`src/hdl/sst_pkg.sv`:
```
package sst_pkg;

  localparam int TABLE_ENTRIES = 12;
  localparam int IDX_W = (TABLE_ENTRIES > 1) ? $clog2(TABLE_ENTRIES) : 1;
  localparam int SLOT_W = 4;

  localparam logic REQ_INSERT = 1'b0;
  localparam logic REQ_READ   = 1'b1;

  localparam logic [1:0] ACT_NEW        = 2'd0;
  localparam logic [1:0] ACT_UPDATED    = 2'd1;
  localparam logic [1:0] ACT_NOT_PLACED = 2'd2;
  localparam logic [1:0] ACT_READ       = 2'd3;

  localparam logic [SLOT_W-1:0] SLOT_NONE = SLOT_W'(TABLE_ENTRIES);

  typedef struct packed {
    logic       req_type;
    logic [7:0] sat_number;
    logic [6:0] elevation_deg;
    logic [8:0] azimuth_deg;
    logic [6:0] signal_noise;
    logic [7:0] visible_total;
    logic [3:0] read_index;
  } in_t;

  typedef struct packed {
    logic [1:0] action;
    logic [3:0] slot;
    logic [7:0] out_sat_number;
    logic [6:0] out_elevation;
    logic [8:0] out_azimuth;
    logic [6:0] out_signal_noise;
    logic [7:0] visible_count;
  } out_t;

  // one table entry
  typedef struct packed {
    logic [7:0] num;
    logic [6:0] elev;
    logic [8:0] azim;
    logic [6:0] snr;
  } rec_t;

  // handed from one cell to the next
  typedef struct packed {
    rec_t rec;
    logic ge;
    logic nz;
    logic fwd;
  } link_t;

  // per-cell status seen by the top level
  typedef struct packed {
    logic first;
    logic gt;
  } stat_t;

endpackage

```
`src/hdl/sst_cell.sv`:
```
module sst_cell (
  input  logic          clk,
  input  logic          rst_n,
  input  logic          ins_en,
  input  logic          shift_en,
  input  sst_pkg::rec_t  carry,
  input  sst_pkg::link_t prev,
  output sst_pkg::link_t next,
  output sst_pkg::stat_t stat,
  output sst_pkg::rec_t  entry
);

  sst_pkg::rec_t ent_r;
  sst_pkg::rec_t ent_nxt;
  logic ge;
  logic gt;
  logic first;

  // table stays sorted, so ge is monotone along the row
  assign ge    = carry.num >= ent_r.num;
  assign gt    = carry.num > ent_r.num;
  assign first = ge && !prev.ge;

  assign next.rec = ent_r;
  assign next.ge  = ge;
  assign next.nz  = ent_r.num != 8'd0;
  // shift keeps going past this cell unless two empty slots meet
  assign next.fwd = first || (ge && prev.nz);

  assign stat.first = first;
  assign stat.gt    = gt;
  assign entry      = ent_r;

  always_comb begin
    ent_nxt = ent_r;
    if (ins_en) begin
      if (first) begin
        ent_nxt = carry;
      end else if (shift_en && prev.fwd) begin
        ent_nxt = prev.rec;
      end
    end
  end

  always_ff @(posedge clk) begin
    if (!rst_n) begin
      ent_r <= '0;
    end else begin
      ent_r <= ent_nxt;
    end
  end

endmodule

```
`src/hdl/sorted_satellite_table_insert_top.sv`:
```
// the result of an accepted input beat is held in an output register and shown in the cycle after it
// throughput: one beat per cycle while the result side is not stalled
// all cells compare the carried number in the same cycle, and every cell that changes writes its entry in that cycle
// reset (rst_n low, synchronous) clears every table entry, the visible count and out_valid
module sorted_satellite_table_insert_top (
  input  logic          clk,
  input  logic          rst_n,
  input  logic          in_valid,
  output logic          in_stall,
  input  sst_pkg::in_t  in_data,
  output logic          out_valid,
  input  logic          out_stall,
  output sst_pkg::out_t out_data
);

  logic          accept;
  logic          ins_en;
  logic          shift_en;
  sst_pkg::rec_t carry;
  sst_pkg::rec_t entries [sst_pkg::TABLE_ENTRIES];
  sst_pkg::link_t links  [sst_pkg::TABLE_ENTRIES];
  sst_pkg::stat_t stats  [sst_pkg::TABLE_ENTRIES];
  logic [sst_pkg::TABLE_ENTRIES-1:0] first_vec;
  logic [sst_pkg::TABLE_ENTRIES-1:0] hit_gt;

  logic [sst_pkg::SLOT_W-1:0] ins_slot;
  logic [sst_pkg::IDX_W-1:0]  rd_idx;
  logic                       rd_in_range;
  sst_pkg::rec_t              rd_rec;
  sst_pkg::out_t              res;

  logic          out_valid_r, out_valid_nxt;
  sst_pkg::out_t out_data_r;
  logic [7:0]    vis_r, vis_nxt;

  assign in_stall = out_valid_r && out_stall;
  assign accept   = in_valid && !in_stall;
  assign ins_en   = accept && (in_data.req_type == sst_pkg::REQ_INSERT);

  assign carry.num  = in_data.sat_number;
  assign carry.elev = in_data.elevation_deg;
  assign carry.azim = in_data.azimuth_deg;
  assign carry.snr  = in_data.signal_noise;

  for (genvar k = 0; k < sst_pkg::TABLE_ENTRIES; k++) begin : g_cell
    sst_pkg::link_t prev;
    if (k == 0) begin : g_head
      assign prev = '0;
    end else begin : g_body
      assign prev = links[k-1];
    end
    sst_cell u_cell (
      .clk      (clk),
      .rst_n    (rst_n),
      .ins_en   (ins_en),
      .shift_en (shift_en),
      .carry    (carry),
      .prev     (prev),
      .next     (links[k]),
      .stat     (stats[k]),
      .entry    (entries[k])
    );
    assign first_vec[k] = stats[k].first;
    assign hit_gt[k]    = stats[k].first && stats[k].gt;
  end

  // a strictly larger number at the insert point pushes the lower entries down
  assign shift_en = |hit_gt;

  always_comb begin
    ins_slot = '0;
    for (int k = 0; k < sst_pkg::TABLE_ENTRIES; k++) begin
      if (first_vec[k]) begin
        ins_slot = ins_slot | sst_pkg::SLOT_W'(k);
      end
    end
  end

  assign rd_idx      = sst_pkg::IDX_W'(in_data.read_index);
  assign rd_in_range = 32'(in_data.read_index) < sst_pkg::TABLE_ENTRIES;

  always_comb begin
    rd_rec = '0;
    for (int k = 0; k < sst_pkg::TABLE_ENTRIES; k++) begin
      if (rd_in_range && rd_idx == sst_pkg::IDX_W'(k)) begin
        rd_rec = entries[k];
      end
    end
  end

  always_comb begin
    res     = '0;
    vis_nxt = vis_r;
    if (in_data.req_type == sst_pkg::REQ_INSERT) begin
      vis_nxt = in_data.visible_total;
      if (first_vec == '0) begin
        res.action = sst_pkg::ACT_NOT_PLACED;
        res.slot   = sst_pkg::SLOT_NONE;
      end else if (shift_en) begin
        res.action = sst_pkg::ACT_NEW;
        res.slot   = ins_slot;
      end else begin
        res.action = sst_pkg::ACT_UPDATED;
        res.slot   = ins_slot;
      end
    end else begin
      res.action           = sst_pkg::ACT_READ;
      res.slot             = in_data.read_index;
      res.out_sat_number   = rd_rec.num;
      res.out_elevation    = rd_rec.elev;
      res.out_azimuth      = rd_rec.azim;
      res.out_signal_noise = rd_rec.snr;
    end
    res.visible_count = vis_nxt;
  end

  always_comb begin
    out_valid_nxt = out_valid_r;
    if (accept) begin
      out_valid_nxt = 1'b1;
    end else if (!out_stall) begin
      out_valid_nxt = 1'b0;
    end
  end

  always_ff @(posedge clk) begin
    if (!rst_n) begin
      out_valid_r <= 1'b0;
      vis_r       <= '0;
    end else begin
      out_valid_r <= out_valid_nxt;
      if (accept) begin
        vis_r <= vis_nxt;
      end
    end
  end

  always_ff @(posedge clk) begin
    if (accept) begin
      out_data_r <= res;
    end
  end

  assign out_valid = out_valid_r;
  assign out_data  = out_data_r;

  // table order keeps at most one insert point
  a_single_insert_point: assert property (@(posedge clk) disable iff (!rst_n)
    $onehot0(first_vec))
    else $error("more than one insert point in table");

  a_result_follows: assert property (@(posedge clk) disable iff (!rst_n)
    accept |=> out_valid)
    else $error("accepted beat produced no result");

  a_insert_no_data: assert property (@(posedge clk) disable iff (!rst_n)
    (out_valid && out_data.action != sst_pkg::ACT_READ) |->
      (out_data.out_sat_number == 8'd0 && out_data.out_azimuth == 9'd0))
    else $error("insert result carries entry data");

  a_not_placed_slot: assert property (@(posedge clk) disable iff (!rst_n)
    (out_valid && out_data.action == sst_pkg::ACT_NOT_PLACED) |->
      (out_data.slot == sst_pkg::SLOT_NONE))
    else $error("not placed result with wrong slot");

endmodule

```
`config.mk`:
```
export PLATFORM = sky130hd
export DESIGN_NAME = sorted_satellite_table_insert_top
export DESIGN_NICKNAME = d
export VERILOG_FILES = /design/src/hdl/sst_pkg.sv /design/src/hdl/sst_cell.sv /design/src/hdl/sorted_satellite_table_insert_top.sv
export SDC_FILE = /design/constraint.sdc
export NUM_CORES = 1
export LEC_CHECK = 0
export ABC_AREA = 1
export BUFFER_PORTS_ARGS = -buffer_cell sky130_fd_sc_hd__buf_2
export CORE_MARGIN = 5
export CORE_UTILIZATION = 50
export CTS_BUF_LIST = sky130_fd_sc_hd__clkbuf_16
export CTS_CLUSTER_SIZE = 16
export DETAILED_ROUTE_END_ITERATION = 16
export PLACE_DENSITY_LB_ADDON = 0.12
export SYNTH_ARGS = -nofsm -noshare
export SYNTH_HDL_FRONTEND = slang
export SYNTH_SLANG_ARGS = --single-unit
```
`constraint.sdc`:
```
create_clock -name clk -period 11.4 [get_ports clk]
set_input_delay 1.71 -clock clk [delete_from_list [all_inputs] [get_ports clk]]
set_output_delay 1.71 -clock clk [all_outputs]
set_load 0.02 [all_outputs]
```
==> results of run 1 <==
[state kept, by name, summed over array words and instances, names as in the netlist]
signal / flops
out_data: 45
g_cell.u_cell.entry: 372
out_valid: 1
vis_r: 8
[worst max-delay path: stages]
cell	delay (ns)
buf_2	0.51
ha_1	0.36
a21oi_1	0.15
nor2_1	0.05
nor2_1	0.13
nand3_1	0.16
inv_1	0.12
nand2_2	0.61
nand3_1	0.31
nand2_1	0.07
inv_1	0.65
nand2_2	0.56
nand2_1	0.18
a21oi_1	0.08
[cell type report]
class	instances	area, µm²	share of cell area (%)
Clock buffer	51	1280	4.64
Clock inverter	36	289	1.05
Inverter	485	1820	6.63
Multi-Input combinational cell	2947	13500	49.2
Sequential cell	426	8980	32.7
Tap cell	672	841	3.06
Timing Repair Buffer	129	743	2.70
[worst max-delay path by stage]
stage,endpoint,cells after the start
6_report,g_cell[11].u_cell.entry[14],14
4_1_cts,g_cell[11].u_cell.entry[14],19
3_5_place_dp,g_cell[11].u_cell.entry[14],19
3_3_place_gp,g_cell[11].u_cell.entry[12],19
2_1_floorplan,g_cell[3].u_cell.entry[0],11
5_1_grt,g_cell[11].u_cell.entry[17],19
[routing by layer]
layer  track usage [%]  share of wire (%)  vias up
li1                  -                  -    12844
met1              41.9                 49    10939
met2              39.4                 41      901
met3              4.15                8.5      112
met4              6.16                2.0        0
met5                 0                  0        -
[per-stage QoR]
step           cell area, µm²  instances  utilization [%]
6_report                27500       4746             54.8
5_1_grt                 27500       4746             54.8
4_1_cts                 27500       4746             54.8
3_5_place_dp            25900       4659             51.7
3_3_place_gp            25900       4659             51.7
2_1_floorplan           25400       4099                -
[synthesized netlist by cell type (all sizes together)]
| cell type | count |
|---|---|
| and2 | 2 |
| buf | 108 |
| nand2 | 1242 |
| nand4 | 50 |
| or2 | 1 |
| nor4 | 16 |
| o2111ai | 3 |
| o21a | 1 |
| a31oi | 9 |
| a21oi | 248 |
| ha | 96 |
| a21o | 9 |
| nand3 | 133 |
| clkbuf | 133 |
| inv | 485 |
| a21boi | 5 |
| o41ai | 1 |
| dfxtp | 381 |
| o21bai | 3 |
| nor2 | 599 |
| edfxtp | 45 |
| o221ai | 5 |
| o22ai | 39 |
| nor3 | 6 |
| o21ai | 479 |
[power groups by stage]
stage                     Sequential (µW)  Combinational (µW)  Clock [µW]
after floorplan                      1780                 802           0
after global placement               1790                1050           0
after detailed placement             1790                1050           0
after CTS                            1760                1060        1590
after global routing                 1780                1220        1650
final                                1760                1080        1570
[kinds of logic (layout without fill, tap and decap cells)]
kind of cell / after synthesis / after routing / share of synthesized area [%]
simple gates: 2049 / 2049 / 31.9
compound gates: 802 / 802 / 16.4
buf+inv: 726 / 701 / 11.6
flops: 426 / 426 / 35.3
fa+ha+maj: 96 / 96 / 4.73
==> flow_summary.toml, run 1 <==
[routing]
drtIter0Drc = 2403
wl_per_cell_um = 16.6
final_antenna_net_count = 0
vias = 24796
wl_um = 78700
drtPass1Iterations = 6
vias_per_cell = 5.22
drc_errors = 0

[global_routing]
grt_pass1_vias = 21323
grt_max_degree = 108
grt.overflow.total = 0
antenna_found_initial = 0
gr-usage-all-layers_pct = 27.0
grt_pass1_wl_um = 123000

[critical_path]
r2r_end = "g_cell[11].u_cell.entry[14]"
critical_path.endpoint_type = "flip-flop"
crit_path_max_fanout = 66
worstReg2RegStart = "g_cell[9].u_cell.entry[24]"
worst_r2r_path_depth = 16
r2r_slack_ns = 7.41
crit_required_ns = 11.84
worstSetupPathType = "input pin to flip-flop"
cp-startpoint = "in_data[40]"
arrival_ns = 5.70
worstSetupStartpointType = "input pin"

[floorplan]
core_mm2 = 0.0502
die_h_um = 235
rows = 82
io_pins = 95
fp.dieArea_mm2 = 0.0554
dieWidth_um = 235
initial_core_util_pct = 50.6

[hold_path]
whs_endpoint = "vis_r[6]"
hold_depth = 2
hp-class = "flip-flop to flip-flop"
min_from = "vis_r[6]"

[timing]
setup_ws_ns = 6.14
rsz0062_at_grt = "no"
tns_ns = 0
fin_crit_sh_pct = 46.1
setup_violations = 0
slew_viol_final = 0
slew_headroom_pct = 21.1
min_period_ns = 5.26
worstMarginPinSlew_ns = 1.18
fin_skew_ns = 0.0134
hold_viol_final = 0
fmax_ghz = 0.190
fin_hold_ws_ns = 0.446

[finish]
drive_gt1_share_pct = 5.82
syn2layout_area_growth_pct = 8.21
final_common_cell = "nand2_1"
nets = 4181
mostFrequentLayoutCells = "1219 x nand2_1, 587 x nor2_1, 493 x inv_1, 479 x o21ai_0, 381 x dfxtp_1"
antenna_cells = 0
fillers = 5136

[placement]
place_congestion = 0.965
io_buffers = 94
dp_slack_ns = 5.66
dp_hpwl_um = 52700

[synth]
syn-num-nets = 4243
synth_top_area_share_pct = 30.0
syn_area_per_cell_um2 = 6.20
seq_area_frac_synth_pct = 35.3
syn_area_mm2 = 0.0254
synth_seq_cells = 426
yosysWarnings = 0
synth_area_leaders = "dfxtp_1 30%, nand2_1 18%, o21ai_0 9.4%, nor2_1 8.8%, inv_1 7.1%"
yosysTopAreaCell = "dfxtp_1"
yosysUniqueCellTypes = 35
syn_inst = 4099

[pwr]
power.share.sequential_pct = 39.9
power.net_switching_uw = 1500
leakage_uw = 0.0131
ir_drop_uv = 105
clkPwrFrac_pct = 35.6
pwr-share-comb_pct = 24.5
intPower_uw = 2900
power_uw = 4400
power.density_mw_per_mm2 = 160
switching_share_pct = 34.1

[clocking]
clock_latency_ns = 0.60
clock_path_buffers = 3
path_clk_slew_ns = 0.06
cts_resized = 0
cts-root-buf = "clkbuf_16"
cts_tree = "yes"
postCtsSetupBuffers = 0
ctsHoldBuffers = 0
numCtsBuffers = 48
cts.sinks = 426
htreeDepth = 2

[run_status]
status = "complete, no violations"

[run]
cap_violations = 0
Power figures use the tool's default switching activity.
==> run 2, diff against run 1 <==
--- a/config.mk
+++ b/config.mk
@@ -5,7 +5,7 @@
 export SDC_FILE = /design/constraint.sdc
 export NUM_CORES = 1
 export LEC_CHECK = 0
-export ABC_AREA = 1
+export ABC_AREA = 0
 export BUFFER_PORTS_ARGS = -buffer_cell sky130_fd_sc_hd__buf_2
 export CORE_MARGIN = 5
 export CORE_UTILIZATION = 50
==> constraint.sdc (replaced) <==
create_clock -name clk -period 4.75 [get_ports clk]
set_input_delay 0.7125 -clock clk [delete_from_list [all_inputs] [get_ports clk]]
set_output_delay 0.7125 -clock clk [all_outputs]
set_load 0.02 [all_outputs]
==> flow_summary.toml, run 2 <==
[run_status]
status = "complete, no violations"

[routing]
wl_per_cell_um = 21.9
drtPass1Iterations = 7
vias_per_cell = 6.14
vias = 22690
wl_um = 81100
final_antenna_net_count = 0
drtIter0Drc = 2190
drc_errors = 0

[synth]
yosysTopAreaCell = "dfxtp_1"
synth-simple-area-share_pct = 18.0
yosysUniqueCellTypes = 66
synth_area_leaders = "dfxtp_1 30%, mux2i_1 12%, nand2_1 7.9%, o211ai_1 7.5%, edfxtp_1 5.3%"
synthMuxAreaShare_pct = 15.6
syn-num-nets = 3187
synth_edf_count = 45
synth_top_family_by_area = "compound AO/OA/AOI/OAI gates"
synth_ff_type = "dfxtp_1"
synth_common_cells = "541 x nand2_1, 381 x dfxtp_1, 321 x mux2i_1"
syn_area_per_cell_um2 = 8.45
synth_top_area_share_pct = 29.7
yosysMostFrequentCell = "nand2_1"
synth_compound_area_share_pct = 20.7
synth-xor-area-share_pct = 0
yosysWarnings = 0
syn_area_mm2 = 0.0257
async_reset_ff_share_pct = 0
synth_seq_cells = 426
syn_inst = 3043
synthAdderAreaFrac_pct = 4.67
seq_area_frac_synth_pct = 34.9

[clocking]
ctsHoldBuffers = 0
cts-root-buf = "clkbuf_16"
numCtsBuffers = 49
path_clk_slew_ns = 0.06
clock_latency_ns = 0.61
clock_path_buffers = 3
postCtsSetupBuffers = 0
htreeDepth = 2
cts.sinks = 426
cts_resized = 0
cts_tree = "yes"

[timing]
tns_ns = 0
fmax_ghz = 0.259
rsz0062_at_grt = "no"
slew_headroom_pct = 30.4
fin_hold_ws_ns = 0.336
fin_crit_sh_pct = 81.4
min_period_ns = 3.87
worstMarginPinSlew_ns = 1.04
fin_skew_ns = 0.0119
hold_viol_final = 0
setup_violations = 0
slew_viol_final = 0

[critical_path]
worstSetupStartpointType = "input pin"
worstSetupPathType = "input pin to flip-flop"
crit_chain = "buf_2, buf_4, ha_1, nor2b_1, o211ai_1, a31oi_1, nor2_1, or2_2, nand4_1, nor4_1, a21oi_1"
critical_path.endpoint_type = "flip-flop"
slowest_stage = "nor2_1"
max_stage_delay_ns = 0.63
crit_required_ns = 5.05
arrival_ns = 4.16
crit_path_max_fanout = 19

[pwr]
ir_drop_uv = 279
power.density_mw_per_mm2 = 331
clkPwrFrac_pct = 37.6
power.net_switching_uw = 2910
intPower_uw = 6420
leakage_uw = 0.0123
switching_share_pct = 31.2
power.share.sequential_pct = 42.0
pwr-share-comb_pct = 20.4
power_uw = 9330

[finish]
nets = 3123
largest_reg_flops = 372
drive_gt1_share_pct = 12.7
syn2layout_area_growth_pct = 9.58
register_area_mm2 = 0.00898
final-instance-count-excl-fill = 3698
mostFrequentLayoutCells = "539 x nand2_1, 381 x dfxtp_1, 321 x mux2i_1, 256 x o211ai_1, 175 x nand2b_1"
multi_input_area_mm2 = 0.0153
final_common_cell = "nand2_1"
fillers = 4758

[floorplan]
initial_core_util_pct = 50.3
die_h_um = 237
io_pins = 95
rows = 83
core_mm2 = 0.0511
fp.dieArea_mm2 = 0.0561
dieWidth_um = 237

[placement]
place_congestion = 0.918
dpl.cell_count = 3608
dp_hpwl_um = 54800
io_buffers = 94

[global_routing]
grt_max_degree = 155
grt_pass1_wl_um = 127000
grt_pass1_vias = 21217
grt.overflow.total = 0
gr-usage-all-layers_pct = 27.7
antenna_found_initial = 3

[run]
cap_violations = 0

[hold_path]
hp-class = "input pin to flip-flop"
-- run 2: critical path: cells and delay by family --
family                     cells  cell delay [ns]
buffers and inverters          2             0.68
AOI/OAI and AO/OA              3             0.44
adders and majority gates      1             0.25
and+or+nand+nor                5             2.07
-- run 2: worst paths after layout --
path | end | from | cells after the start | slack (ns)
max | out_data[39] | in_data[36] | 11 | 0.88
min | out_valid | in_valid | 2 | 0.34
max reg2reg | g_cell[3].u_cell.entry[29] | g_cell[2].u_cell.entry[30] | 10 | 1.11
min reg2reg | g_cell[11].u_cell.entry[20] | g_cell[11].u_cell.entry[20] | 2 | 0.46
-- run 2: cell type report --
cell class | count | area share [%]
inverters | 91 | 1.21
multi-input cells | 2244 | 54.4
clock inverters | 39 | 0.791
clock buffers | 49 | 4.35
repair buffers | 167 | 4.32
diodes | 2 | 0.0178
flip-flops and latches | 426 | 31.9
well taps | 680 | 3.02
-- run 2: power by group through the flow --
stage	combinational (µW)	clock, µW	sequential (µW)
2_1_floorplan	1320	0	3980
3_3_place_gp	1840	0	3990
3_5_place_dp	1870	0	3990
4_1_cts	1880	3580	3910
5_1_grt	2060	3730	3940
6_report	1900	3510	3920
-- run 2: cell families after synthesis --
family                   Yosys count
AO/OA/AOI/OAI                    756
buffers and inverters            373
flip-flops                       426
adder cells (fa/ha/maj)           96
AND/OR/NAND/NOR                 1000
multiplexers                     392
-- run 2: metal layers --
| metal | part of all wire, % | GRT usage [%] | up-vias | wire length (µm) |
|---|---|---|---|---|
| li1 | - | - | 10825 | - |
| met1 | 47 | 41.5 | 10945 | 38300 |
| met2 | 43 | 41.7 | 793 | 35000 |
| met3 | 7.5 | 4.82 | 125 | 6090 |
| met4 | 2.1 | 6.28 | 2 | 1700 |
| met5 | 0.025 | 0 | - | 20 |
-- run 2: metrics by stage --
step	util, %	setup WS [ns]	instance area [µm²]
2_1_floorplan	-	1.30	25700
3_3_place_gp	52.3	0.317	26700
3_5_place_dp	52.3	0.295	26700
4_1_cts	55.1	0.927	28200
5_1_grt	55.1	0.601	28200
6_report	55.1	0.884	28200
